<file path="src/sv/kmdr_pkg.sv">
`timescale 1ns / 1ps

package kmdr_pkg;

   // configuration register indexes
   localparam logic [1:0] CSR_THRESHOLD = 2'd0;
   localparam logic [1:0] CSR_FN_FIRST  = 2'd1;
   localparam logic [1:0] CSR_FN_SECOND = 2'd2;

   // configuration reset values
   localparam logic [7:0] THRESHOLD_RESET = 8'd20;
   localparam logic [6:0] FN_FIRST_RESET  = 7'd7;
   localparam logic [6:0] FN_SECOND_RESET = 7'd10;

   // item opcodes
   localparam logic OP_MAP_WRITE = 1'b0;
   localparam logic OP_SCAN      = 1'b1;

   // usage codes
   localparam logic [7:0] MOD_FIRST  = 8'hE0;
   localparam logic [7:0] MOD_LAST   = 8'hE7;
   localparam logic [7:0] SPACE_CODE = 8'h2C;

   // report slots carried on the result channel
   localparam int MAX_SLOTS = 6;

   typedef enum logic [1:0] {
      ST_IDLE,
      ST_WALK,
      ST_FLUSH,
      ST_REPORT
   } kmdr_state_type;

   // one debounced key presented to the report builder
   typedef struct packed {
      logic       clear;
      logic       step;
      logic       down;
      logic       fn_layer;
      logic [7:0] fn_code;
      logic [7:0] nm_code;
   } kmdr_step_type;

   typedef struct packed {
      logic [7:0]                modifiers;
      logic [MAX_SLOTS-1:0][7:0] slots;
      logic [2:0]                used;
   } kmdr_report_type;

endpackage

</file>
<file path="src/sv/kmdr_req_if.sv">
`timescale 1ns / 1ps

interface kmdr_req_if;
   logic        valid;
   logic        ready;
   logic        op;
   logic [63:0] matrix_bits;
   logic [6:0]  map_key;
   logic        map_layer;
   logic [7:0]  map_code;

   modport source (
      output valid, op, matrix_bits, map_key, map_layer, map_code,
      input  ready
   );

   modport sink (
      input  valid, op, matrix_bits, map_key, map_layer, map_code,
      output ready
   );
endinterface

</file>
<file path="src/sv/kmdr_rsp_if.sv">
`timescale 1ns / 1ps

interface kmdr_rsp_if;
   logic       valid;
   logic       ready;
   logic [7:0] modifier_bits;
   logic [7:0] slot_zero;
   logic [7:0] slot_one;
   logic [7:0] slot_two;
   logic [7:0] slot_three;
   logic [7:0] slot_four;
   logic [7:0] slot_five;
   logic [2:0] slots_used;
   logic       fn_active;

   modport source (
      output valid, modifier_bits, slot_zero, slot_one, slot_two, slot_three,
             slot_four, slot_five, slots_used, fn_active,
      input  ready
   );

   modport sink (
      input  valid, modifier_bits, slot_zero, slot_one, slot_two, slot_three,
             slot_four, slot_five, slots_used, fn_active,
      output ready
   );
endinterface

</file>
<file path="src/sv/kmdr_report_builder.sv">
`timescale 1ns / 1ps

module kmdr_report_builder #(
   parameter int REPORT_SLOTS = 6
) (
   input  logic                      clock,
   input  logic                      reset,
   input  kmdr_pkg::kmdr_step_type   step,
   output kmdr_pkg::kmdr_report_type report
);

   logic [7:0]                          mods_ff, mods_in;
   logic [kmdr_pkg::MAX_SLOTS-1:0][7:0] slots_ff, slots_in;
   logic [2:0]                          used_ff, used_in;
   logic                                space_ff, space_in;
   logic                                stop_ff, stop_in;
   logic [7:0]                          code;

   always_comb begin
      mods_in  = mods_ff;
      slots_in = slots_ff;
      used_in  = used_ff;
      space_in = space_ff;
      stop_in  = stop_ff;

      // function layer falls back to the normal layer on an empty code
      code = (step.fn_layer && step.fn_code != 8'd0) ? step.fn_code : step.nm_code;
      if (code == kmdr_pkg::SPACE_CODE && space_ff) begin
         code = 8'd0;
      end

      if (step.clear) begin
         mods_in  = '0;
         slots_in = '0;
         used_in  = '0;
         space_in = 1'b0;
         stop_in  = 1'b0;
      end else if (step.step && step.down && !stop_ff && code != 8'd0) begin
         if (code >= kmdr_pkg::MOD_FIRST && code <= kmdr_pkg::MOD_LAST) begin
            mods_in[code[2:0]] = 1'b1;
         end else begin
            if (used_ff < 3'(kmdr_pkg::MAX_SLOTS)) begin
               slots_in[used_ff] = code;
            end
            if (code == kmdr_pkg::SPACE_CODE) begin
               space_in = 1'b1;
            end
            used_in = used_ff + 3'd1;
            stop_in = (used_in >= 3'(REPORT_SLOTS));
         end
      end
   end

   always_ff @(posedge clock) begin
      if (reset) begin
         used_ff  <= '0;
         space_ff <= 1'b0;
         stop_ff  <= 1'b0;
      end else begin
         used_ff  <= used_in;
         space_ff <= space_in;
         stop_ff  <= stop_in;
      end
      mods_ff  <= mods_in;
      slots_ff <= slots_in;
   end

   assign report.modifiers = mods_ff;
   assign report.slots     = slots_ff;
   assign report.used      = used_ff;

endmodule

</file>
<file path="src/sv/keyboard_matrix_debounce_report_core.sv">
`timescale 1ns / 1ps

// channel   dir  handshake          carries
// req_chan  in   valid/ready        op, matrix_bits, map_key, map_layer, map_code
// rsp_chan  out  valid/ready        modifier_bits, slot_zero..slot_five, slots_used,
//                                   fn_active
// csr_*     in   write enable only  csr_index, csr_write_data
//
// a keymap write is stored when it is taken; a scan walks through the counter and
// keymap memories, one key a cycle
// reset is synchronous; counters read as zero after reset through per-key valid
// flops, so no clearing pass is needed; the keymap is undefined until written
// a finished report waits in the output register, so a new item is taken while
// rsp_chan stalls; a scan done before that report leaves waits in its last state

module keyboard_matrix_debounce_report_core #(
   parameter int NUM_KEYS      = 64,
   parameter int REPORT_SLOTS  = 6,
   parameter int COUNTER_WIDTH = 8
) (
   input  logic       clock,
   input  logic       reset,
   kmdr_req_if.sink   req_chan,
   kmdr_rsp_if.source rsp_chan,
   input  logic       csr_write_enable,
   input  logic [1:0] csr_index,
   input  logic [7:0] csr_write_data
);

   localparam int IW       = (NUM_KEYS > 1) ? $clog2(NUM_KEYS) : 1;
   localparam int KM_DEPTH = 2 * (1 << IW);
   localparam int TW       = (COUNTER_WIDTH > 8) ? COUNTER_WIDTH : 8;

   // configuration registers
   logic [7:0] threshold_ff;
   logic [6:0] fn_first_ff;
   logic [6:0] fn_second_ff;

   always_ff @(posedge clock) begin
      if (reset) begin
         threshold_ff <= kmdr_pkg::THRESHOLD_RESET;
         fn_first_ff  <= kmdr_pkg::FN_FIRST_RESET;
         fn_second_ff <= kmdr_pkg::FN_SECOND_RESET;
      end else if (csr_write_enable) begin
         case (csr_index)
            kmdr_pkg::CSR_THRESHOLD: threshold_ff <= csr_write_data;
            kmdr_pkg::CSR_FN_FIRST:  fn_first_ff  <= csr_write_data[6:0];
            kmdr_pkg::CSR_FN_SECOND: fn_second_ff <= csr_write_data[6:0];
            default: ;
         endcase
      end
   end

   // threshold clamped to one at the bottom and the counter maximum at the top
   logic [TW-1:0]            thr_ext;
   logic [TW-1:0]            thr_clamped;
   logic [COUNTER_WIDTH-1:0] thr;

   always_comb begin
      thr_ext = TW'(threshold_ff);
      if (thr_ext == '0) begin
         thr_clamped = TW'(1);
      end else if (thr_ext > TW'((1 << COUNTER_WIDTH) - 1)) begin
         thr_clamped = TW'((1 << COUNTER_WIDTH) - 1);
      end else begin
         thr_clamped = thr_ext;
      end
      thr = thr_clamped[COUNTER_WIDTH-1:0];
   end

   // control
   kmdr_pkg::kmdr_state_type state_ff, state_in;
   logic [IW-1:0] idx_ff, idx_in;
   logic          req_fire;
   logic          scan_fire;
   logic          map_fire;
   logic          walk_issue;
   logic          load_out;
   logic          out_free;
   logic          rsp_valid_ff;
   logic          last_idx;

   assign req_fire  = req_chan.valid && req_chan.ready;
   assign scan_fire = req_fire && (req_chan.op == kmdr_pkg::OP_SCAN);
   assign map_fire  = req_fire && (req_chan.op == kmdr_pkg::OP_MAP_WRITE);
   assign out_free  = !rsp_valid_ff || rsp_chan.ready;
   assign last_idx  = (idx_ff == IW'(NUM_KEYS - 1));

   // next state
   always_comb begin
      state_in = state_ff;
      case (state_ff)
         kmdr_pkg::ST_IDLE:   if (scan_fire) state_in = kmdr_pkg::ST_WALK;
         kmdr_pkg::ST_WALK:   if (last_idx) state_in = kmdr_pkg::ST_FLUSH;
         kmdr_pkg::ST_FLUSH:  state_in = kmdr_pkg::ST_REPORT;
         kmdr_pkg::ST_REPORT: if (out_free) state_in = kmdr_pkg::ST_IDLE;
         default:             state_in = kmdr_pkg::ST_IDLE;
      endcase
   end

   // state outputs
   always_comb begin
      req_chan.ready = 1'b0;
      walk_issue     = 1'b0;
      load_out       = 1'b0;
      case (state_ff)
         kmdr_pkg::ST_IDLE:   req_chan.ready = 1'b1;
         kmdr_pkg::ST_WALK:   walk_issue     = 1'b1;
         kmdr_pkg::ST_FLUSH:  ;
         kmdr_pkg::ST_REPORT: load_out       = out_free;
         default:             ;
      endcase
   end

   // key address of the read being issued
   always_comb begin
      idx_in = idx_ff;
      if (scan_fire) begin
         idx_in = '0;
      end else if (walk_issue && !last_idx) begin
         idx_in = idx_ff + IW'(1);
      end
   end

   always_ff @(posedge clock) begin
      if (reset) begin
         state_ff <= kmdr_pkg::ST_IDLE;
         idx_ff   <= '0;
      end else begin
         state_ff <= state_in;
         idx_ff   <= idx_in;
      end
   end

   // function layer select from the raw matrix of the accepted scan
   logic [6:0] fn_first_m1;
   logic [6:0] fn_second_m1;
   logic       fn_hit;
   logic       fn_ff;
   logic [NUM_KEYS-1:0] matrix_ff;

   always_comb begin
      fn_first_m1  = fn_first_ff - 7'd1;
      fn_second_m1 = fn_second_ff - 7'd1;
      fn_hit = (fn_first_ff != 7'd0 && fn_first_ff <= 7'(NUM_KEYS)
                && req_chan.matrix_bits[fn_first_m1[5:0]])
            || (fn_second_ff != 7'd0 && fn_second_ff <= 7'(NUM_KEYS)
                && req_chan.matrix_bits[fn_second_m1[5:0]]);
   end

   always_ff @(posedge clock) begin
      if (scan_fire) begin
         fn_ff     <= fn_hit;
         matrix_ff <= req_chan.matrix_bits[NUM_KEYS-1:0];
      end
   end

   // counter memory, one entry per key, with valid flops standing in for reset
   logic [COUNTER_WIDTH-1:0] cnt_mem [NUM_KEYS];
   logic [NUM_KEYS-1:0]      cnt_valid_ff;
   logic [COUNTER_WIDTH-1:0] cnt_rd_ff;
   logic                     cnt_rd_valid_ff;

   // keymap memory, normal layer in the lower half, function layer in the upper
   logic [7:0] km_mem [KM_DEPTH];
   logic [7:0] km_nm_rd_ff;
   logic [7:0] km_fn_rd_ff;
   logic [6:0] map_key_m1;
   logic       map_key_ok;

   // second stage: data for the key whose read was issued in the previous cycle
   logic                     p_valid_ff;
   logic [IW-1:0]            p_idx_ff;
   logic [COUNTER_WIDTH-1:0] cnt_old;
   logic [COUNTER_WIDTH-1:0] cnt_new;
   logic                     key_down;

   assign map_key_m1 = req_chan.map_key - 7'd1;
   assign map_key_ok = (req_chan.map_key != 7'd0) && (req_chan.map_key <= 7'(NUM_KEYS));

   always_comb begin
      cnt_old = cnt_rd_valid_ff ? cnt_rd_ff : '0;
      if (matrix_ff[p_idx_ff]) begin
         cnt_new = (cnt_old < thr) ? cnt_old + COUNTER_WIDTH'(1) : cnt_old;
      end else begin
         cnt_new = '0;
      end
      key_down = (cnt_new >= thr);
   end

   always_ff @(posedge clock) begin
      cnt_rd_ff       <= cnt_mem[idx_ff];
      cnt_rd_valid_ff <= cnt_valid_ff[idx_ff];
      km_nm_rd_ff     <= km_mem[{1'b0, idx_ff}];
      km_fn_rd_ff     <= km_mem[{1'b1, idx_ff}];
      p_idx_ff        <= idx_ff;
      if (p_valid_ff) begin
         cnt_mem[p_idx_ff] <= cnt_new;
      end
      if (map_fire && map_key_ok) begin
         km_mem[{req_chan.map_layer, map_key_m1[IW-1:0]}] <= req_chan.map_code;
      end
   end

   always_ff @(posedge clock) begin
      if (reset) begin
         cnt_valid_ff <= '0;
         p_valid_ff   <= 1'b0;
      end else begin
         p_valid_ff <= walk_issue;
         if (p_valid_ff) begin
            cnt_valid_ff[p_idx_ff] <= 1'b1;
         end
      end
   end

   // report accumulation
   kmdr_pkg::kmdr_step_type   step;
   kmdr_pkg::kmdr_report_type report;

   always_comb begin
      step.clear    = scan_fire;
      step.step     = p_valid_ff;
      step.down     = key_down;
      step.fn_layer = fn_ff;
      step.fn_code  = km_fn_rd_ff;
      step.nm_code  = km_nm_rd_ff;
   end

   kmdr_report_builder #(
      .REPORT_SLOTS (REPORT_SLOTS)
   ) u_report (
      .clock  (clock),
      .reset  (reset),
      .step   (step),
      .report (report)
   );

   // output register
   kmdr_pkg::kmdr_report_type out_ff;
   logic                      out_fn_ff;

   always_ff @(posedge clock) begin
      if (reset) begin
         rsp_valid_ff <= 1'b0;
      end else if (load_out) begin
         rsp_valid_ff <= 1'b1;
      end else if (rsp_chan.ready) begin
         rsp_valid_ff <= 1'b0;
      end
      if (load_out) begin
         out_ff    <= report;
         out_fn_ff <= fn_ff;
      end
   end

   assign rsp_chan.valid         = rsp_valid_ff;
   assign rsp_chan.modifier_bits = out_ff.modifiers;
   assign rsp_chan.slot_zero     = out_ff.slots[0];
   assign rsp_chan.slot_one      = out_ff.slots[1];
   assign rsp_chan.slot_two      = out_ff.slots[2];
   assign rsp_chan.slot_three    = out_ff.slots[3];
   assign rsp_chan.slot_four     = out_ff.slots[4];
   assign rsp_chan.slot_five     = out_ff.slots[5];
   assign rsp_chan.slots_used    = out_ff.used;
   assign rsp_chan.fn_active     = out_fn_ff;

endmodule

</file>
<file path="src/flat_wrapper.sv">
// flat-port wrapper written by rule: the top's interface ports become plain ports
module keyboard_matrix_debounce_report_core_flat 
#(
   parameter int NUM_KEYS      = 64,
   parameter int REPORT_SLOTS  = 6,
   parameter int COUNTER_WIDTH = 8
)
  (clock, reset, csr_write_enable, csr_index, csr_write_data, req_chan_valid, req_chan_op, req_chan_matrix_bits, req_chan_map_key, req_chan_map_layer, req_chan_map_code, req_chan_ready, rsp_chan_valid, rsp_chan_modifier_bits, rsp_chan_slot_zero, rsp_chan_slot_one, rsp_chan_slot_two, rsp_chan_slot_three, rsp_chan_slot_four, rsp_chan_slot_five, rsp_chan_slots_used, rsp_chan_fn_active, rsp_chan_ready);
  kmdr_req_if req_chan_i ();
  kmdr_rsp_if rsp_chan_i ();
  input  logic clock;
  input  logic reset;
  input  logic csr_write_enable;
  input  logic [1:0] csr_index;
  input  logic [7:0] csr_write_data;
  input wire logic [$bits(req_chan_i.valid)-1:0] req_chan_valid;
  input wire logic [$bits(req_chan_i.op)-1:0] req_chan_op;
  input wire logic [$bits(req_chan_i.matrix_bits)-1:0] req_chan_matrix_bits;
  input wire logic [$bits(req_chan_i.map_key)-1:0] req_chan_map_key;
  input wire logic [$bits(req_chan_i.map_layer)-1:0] req_chan_map_layer;
  input wire logic [$bits(req_chan_i.map_code)-1:0] req_chan_map_code;
  output wire logic [$bits(req_chan_i.ready)-1:0] req_chan_ready;
  output wire logic [$bits(rsp_chan_i.valid)-1:0] rsp_chan_valid;
  output wire logic [$bits(rsp_chan_i.modifier_bits)-1:0] rsp_chan_modifier_bits;
  output wire logic [$bits(rsp_chan_i.slot_zero)-1:0] rsp_chan_slot_zero;
  output wire logic [$bits(rsp_chan_i.slot_one)-1:0] rsp_chan_slot_one;
  output wire logic [$bits(rsp_chan_i.slot_two)-1:0] rsp_chan_slot_two;
  output wire logic [$bits(rsp_chan_i.slot_three)-1:0] rsp_chan_slot_three;
  output wire logic [$bits(rsp_chan_i.slot_four)-1:0] rsp_chan_slot_four;
  output wire logic [$bits(rsp_chan_i.slot_five)-1:0] rsp_chan_slot_five;
  output wire logic [$bits(rsp_chan_i.slots_used)-1:0] rsp_chan_slots_used;
  output wire logic [$bits(rsp_chan_i.fn_active)-1:0] rsp_chan_fn_active;
  input wire logic [$bits(rsp_chan_i.ready)-1:0] rsp_chan_ready;
  assign req_chan_i.valid = req_chan_valid;
  assign req_chan_i.op = req_chan_op;
  assign req_chan_i.matrix_bits = req_chan_matrix_bits;
  assign req_chan_i.map_key = req_chan_map_key;
  assign req_chan_i.map_layer = req_chan_map_layer;
  assign req_chan_i.map_code = req_chan_map_code;
  assign req_chan_ready = req_chan_i.ready;
  assign rsp_chan_valid = rsp_chan_i.valid;
  assign rsp_chan_modifier_bits = rsp_chan_i.modifier_bits;
  assign rsp_chan_slot_zero = rsp_chan_i.slot_zero;
  assign rsp_chan_slot_one = rsp_chan_i.slot_one;
  assign rsp_chan_slot_two = rsp_chan_i.slot_two;
  assign rsp_chan_slot_three = rsp_chan_i.slot_three;
  assign rsp_chan_slot_four = rsp_chan_i.slot_four;
  assign rsp_chan_slot_five = rsp_chan_i.slot_five;
  assign rsp_chan_slots_used = rsp_chan_i.slots_used;
  assign rsp_chan_fn_active = rsp_chan_i.fn_active;
  assign rsp_chan_i.ready = rsp_chan_ready;
  keyboard_matrix_debounce_report_core #(.NUM_KEYS(NUM_KEYS), .REPORT_SLOTS(REPORT_SLOTS), .COUNTER_WIDTH(COUNTER_WIDTH)) u_core (.clock(clock), .reset(reset), .req_chan(req_chan_i), .rsp_chan(rsp_chan_i), .csr_write_enable(csr_write_enable), .csr_index(csr_index), .csr_write_data(csr_write_data));
endmodule
</file>
<file path="config.mk">
export PLATFORM = sky130hd
export DESIGN_NAME = keyboard_matrix_debounce_report_core_flat
export DESIGN_NICKNAME = d
export VERILOG_FILES = /design/src/sv/kmdr_pkg.sv /design/src/sv/kmdr_req_if.sv /design/src/sv/kmdr_rsp_if.sv /design/src/sv/kmdr_report_builder.sv /design/src/sv/keyboard_matrix_debounce_report_core.sv /design/src/flat_wrapper.sv
export SDC_FILE = /design/constraint.sdc
export NUM_CORES = 2
export LEC_CHECK = 0
export BUFFER_PORTS_ARGS = -buffer_cell sky130_fd_sc_hd__buf_2
export CAP_MARGIN = 20
export CORE_UTILIZATION = 56
export CTS_CLUSTER_DIAMETER = 50
export DETAILED_ROUTE_END_ITERATION = 10
export HOLD_SLACK_MARGIN = 0.05
export PLACE_DENSITY = 0.75
export SYNTH_ARGS = -nofsm -noshare
export SYNTH_HDL_FRONTEND = slang
export SYNTH_SLANG_ARGS = --single-unit
</file>
<file path="constraint.sdc">
create_clock -name clock -period 6.9 [get_ports clock]
set_clock_uncertainty 0.15 [all_clocks]
set_input_delay 0.345 -clock clock [delete_from_list [all_inputs] [get_ports clock]]
set_output_delay 0.345 -clock clock [all_outputs]
set_load 0.1 [all_outputs]
</file>
==> results.cfg <==
[route]
route.met2.wl_mm = 78.7
route.detailed.wl_per_inst_um = 28.7
drc_errors = 0
met1_length_mm = 65.0
wl_met3_mm = 13.5
postRouteAntennaNets = 0
finalWirelength_mm = 161
drtPass1Iterations = 5
dr.max_layer_used = met5
drt_iter0_markers = 4214
post_drt_via_cell_ratio = 6.40
dr_total_vias = 36000

[power_and_ir_drop]
leakage_component_of_the_power_nw = 25.4
power_density_nw_per_um2 = 319
max_ir_drop_vdd_mv = 0.256

[synth]
synth_cells = 3505
yosysTopAreaCellShare = 0.691
post_synth_main_area_contributors = edfxtp_1, mux4_2, dfxtp_1
synthesis.yosys.warnings = 0
synth.distinct_cells = 61
syn_avg_cell_area_um2 = 20.6
synth_sequential_area_ratio = 0.743
postSynth.asyncResetShare = 0
yosys_most_used_dff = edfxtp_1
synth-edff-count = 1661
synth.ff_latch_count = 1849
yosysTopAreaCell = edfxtp_1
syn-cell-area_um2 = 72200
syn-num-nets = 3627

[critical_path]
crit_path_end_kind = flip-flop
worstReg2RegEnd = u_core.u_report.report[27]
worst_r2r_startpoint = u_core.p_idx_ff[2]
r2r_cells = 14
path_max_fanout = 27
worst-setup-path-type = reg -> reg
startpoint_types = flip-flop
reg2reg_slack_ns = 0.93
worst-endpoint-required_ns = 7.47
worstPathArrival_ns = 6.54

[sta]
setup_repair_after_global_routing_missed_its_margin = no
whs_ns = 0.102
hold_violations = 0
layout_worst_path_cycle_share = 0.866
clock.fmax_mhz = 167
finalSetupTns_ns = 0
slew_limit_headroom = 0.229
tightestPinTransition_ns = 1.16
finalSetupViolCount = 0
final_max_slew_viol_count = 0
minimum_clock_period_after_layout_ns = 5.97

[final_layout]
final_nets = 3932
share_of_cells_above_drive_strength_1 = 0.274
layoutNonFillerInstCount = 5632
layout.filler_cells = 8173
area_growth_syn_to_layout_pct = 13.5

[placed_design]
placedCellCount = 5193
gp_congestion = 0.832
port_buffers = 157
dp_hpwl_mm = 96.9

[die]
design.portCount = 158
die_x_extent_um = 361
core_um2 = 128000
floorplan.die_area_um2 = 130000
initial_utilization = 0.566
die-height_um = 361
placement_rows = 131

[cts]
tritoncts.num_buffers = 182
numClockSinks = 1849
register_clock_pin_slew_on_the_reported_worst_setup_and_hold_paths_ns = 0.06
cts_setup_buffers = 0
tritoncts = built
clk_path_buf_depth = 3
clock_insertion_delay_worst_skew_ns = 0.81
post_cts.resized_instances = 0
htree_num_levels = 4
cts.root.buffer_cell = clkbuf_16

[flow_run]
cap_violations = 0

[worst_hold_path]
whs_endpoint = u_core.u_report.report[36]
hold_path_depth = 5
timing.hold.worst.start = req_chan_valid
classification_of_the_worst_slack_hold_path = in -> reg

[grt]
global_route.usage.total = 0.251
grt_max_degree = 116
grt_pass1_vias = 36200
grt_antenna_before_repair = 7
grt-ovfl-total = 0
grt_first_pass_wirelength_mm = 239

[status]
status = complete, no violations
logic make-up (layout without fill, tap and decap cells):
family | Yosys count | in the layout | synth area share
flops | 1849 | 1849 | 0.743
mux | 656 | 656 | 0.190
simple gates | 627 | 627 | 0.0384
buf+inv | 216 | 679 | 0.0116
compound gates | 108 | 108 | 0.0104
fa+ha+maj | 26 | 26 | 0.00450
xor+xnor | 23 | 23 | 0.00279
other cells | 0 | 2 | 0
critical path, cell delays in order, from the launching register on:
cell and delay, ns:
dfxtp_1 1.02, mux4_2 0.38, mux2_2 0.17, o22ai_1 0.07, or3_1 0.37, or4_1 0.89
nand2b_1 0.30, ha_1 0.27, nand2b_1 0.09, a21o_1 0.11, a21oi_1 0.07, o21ai_0 0.25
nand3_1 0.62, nor4_4 0.84, mux2i_1 0.28
cell usage in the layout (no fill, tap or decap), types with 8 or more instances in the layout:
| master | Yosys | routed |
|---|---|---|
| mux2i_1 | 76 | 76 |
| mux2_2 | 11 | 11 |
| nand2b_1 | 9 | 9 |
| nor3_1 | 14 | 14 |
| buf_4 | 0 | 53 |
| clkbuf_1 | 134 | 49 |
| mux4_2 | 569 | 569 |
| nor3b_1 | 10 | 9 |
| xor2_1 | 10 | 10 |
| clkinv_2 | 0 | 27 |
| nor2_1 | 390 | 385 |
| nand2_1 | 105 | 105 |
| a31oi_1 | 8 | 8 |
| bufinv_16 | 0 | 14 |
| nand3_1 | 24 | 21 |
| xnor2_1 | 13 | 13 |
| o21ai_0 | 17 | 17 |
| dlygate4sd3_1 | 0 | 94 |
| a21oi_1 | 25 | 24 |
| dfxtp_1 | 188 | 182 |
| nand3b_1 | 9 | 9 |
| edfxtp_1 | 1661 | 1661 |
| buf_12 | 0 | 8 |
| or3_1 | 12 | 12 |
| inv_1 | 33 | 32 |
| ha_1 | 26 | 26 |
| nor2b_1 | 14 | 12 |
| clkbuf_16 | 0 | 187 |
| clkinv_1 | 0 | 32 |
| o22ai_1 | 10 | 10 |
| buf_2 | 4 | 148 |
layout make-up:
class | count | area, µm² | area share
Timing Repair Buffer | 304 | 2270 | 0.0277
Antenna cell | 2 | 5.00 | 0.0000611
Clock buffer | 243 | 4960 | 0.0605
Clock inverter | 99 | 1020 | 0.0124
Inverter | 33 | 124 | 0.00151
Sequential cell | 1849 | 53700 | 0.655
Multi-Input combinational cell | 1440 | 17800 | 0.218
Tap cell | 1662 | 2080 | 0.0254
worst max path at each step:
stage,from,to
5_1_grt,u_core.p_idx_ff[2],u_core.u_report.report[27]
6_report,u_core.p_idx_ff[2],u_core.u_report.report[27]
2_1_floorplan,u_core.p_idx_ff[2],u_core.u_report.report[21]
4_1_cts,u_core.p_idx_ff[2],u_core.u_report.report[27]
3_3_place_gp,u_core.p_idx_ff[2],u_core.u_report.report[46]
3_5_place_dp,u_core.p_idx_ff[2],u_core.u_report.report[27]
where the power goes:
part | leakage, nW | internal (mW) | switching (mW)
registers | 16.5 | 12.5 | 0.154
logic | 5.98 | 1.60 | 2.05
clock network | 2.91 | 5.62 | 4.21
synth_stat cells, types with 4 or more instances:
library cell and instances:
nand2_1 105, nor2b_1 14, xnor2_1 13, a31oi_1 8
a211o_1 5, nor3b_1 10, or3_1 12, buf_1 43
nand4_1 5, inv_1 33, a21o_1 6, a21oi_1 25
o22ai_1 10, nor3_1 14, clkbuf_1 134, edfxtp_1 1661
and2_1 7, mux4_2 569, ha_1 26, a22o_1 5
nand3b_1 9, mux2i_1 76, nor2_1 390, and3_1 5
a41oi_1 5, nand3_1 24, o21ai_0 17, nand2b_1 9
dfxtp_1 188, buf_2 4, xor2_1 10, nor4_1 7
mux2_2 11, a211oi_1 5
state kept, by name, indices dropped and copies added, names as in the netlist, 6 cells and up:
register,cells
u_core.fn_first_ff,7
u_core.rsp_chan.slot_one,8
u_core.u_report.report,48
u_core.rsp_chan.modifier_bits,8
u_core.rsp_chan.slot_five,8
u_core.cnt_mem,512
u_core.thr_ext,8
u_core.cnt_valid_ff,64
u_core.u_report.mods_ff,8
u_core.rsp_chan.slot_two,8
u_core.rsp_chan.slot_four,8
u_core.matrix_ff,64
u_core.idx_ff,6
u_core.fn_second_ff,7
u_core.cnt_rd_ff,8
u_core.km_fn_rd_ff,8
u_core.rsp_chan.slot_three,8
u_core.rsp_chan.slot_zero,8
u_core.km_mem,1024
u_core.km_nm_rd_ff,8
u_core.p_idx_ff,6
metrics by stage:
step / power (mW) / setup slack, ns / area, µm² / utilization
floorplan: 15.4 / 0.786 / 72200 / -
global placement: 16.5 / 1.06 / 75000 / 0.587
detailed placement: 16.5 / 0.933 / 75000 / 0.587
CTS: 26.3 / 0.919 / 81900 / 0.642
global route: 26.9 / 0.660 / 81900 / 0.642
finish: 26.1 / 0.926 / 81900 / 0.642
routing by layer:
metal / track usage / vias up
met2: 0.401 / 1895
met1: 0.357 / 18900
met4: 0.0723 / 10
met3: 0.0496 / 289
met5: 0 / -
li1: - / 15000
repair_timing:
action                                  CTS  global route
endpoints found under the setup margin    0             0
hold buffers                             94             0
endpoints found under the hold margin   439             0
No activity file was read; power rests on OpenSTA's default activity.
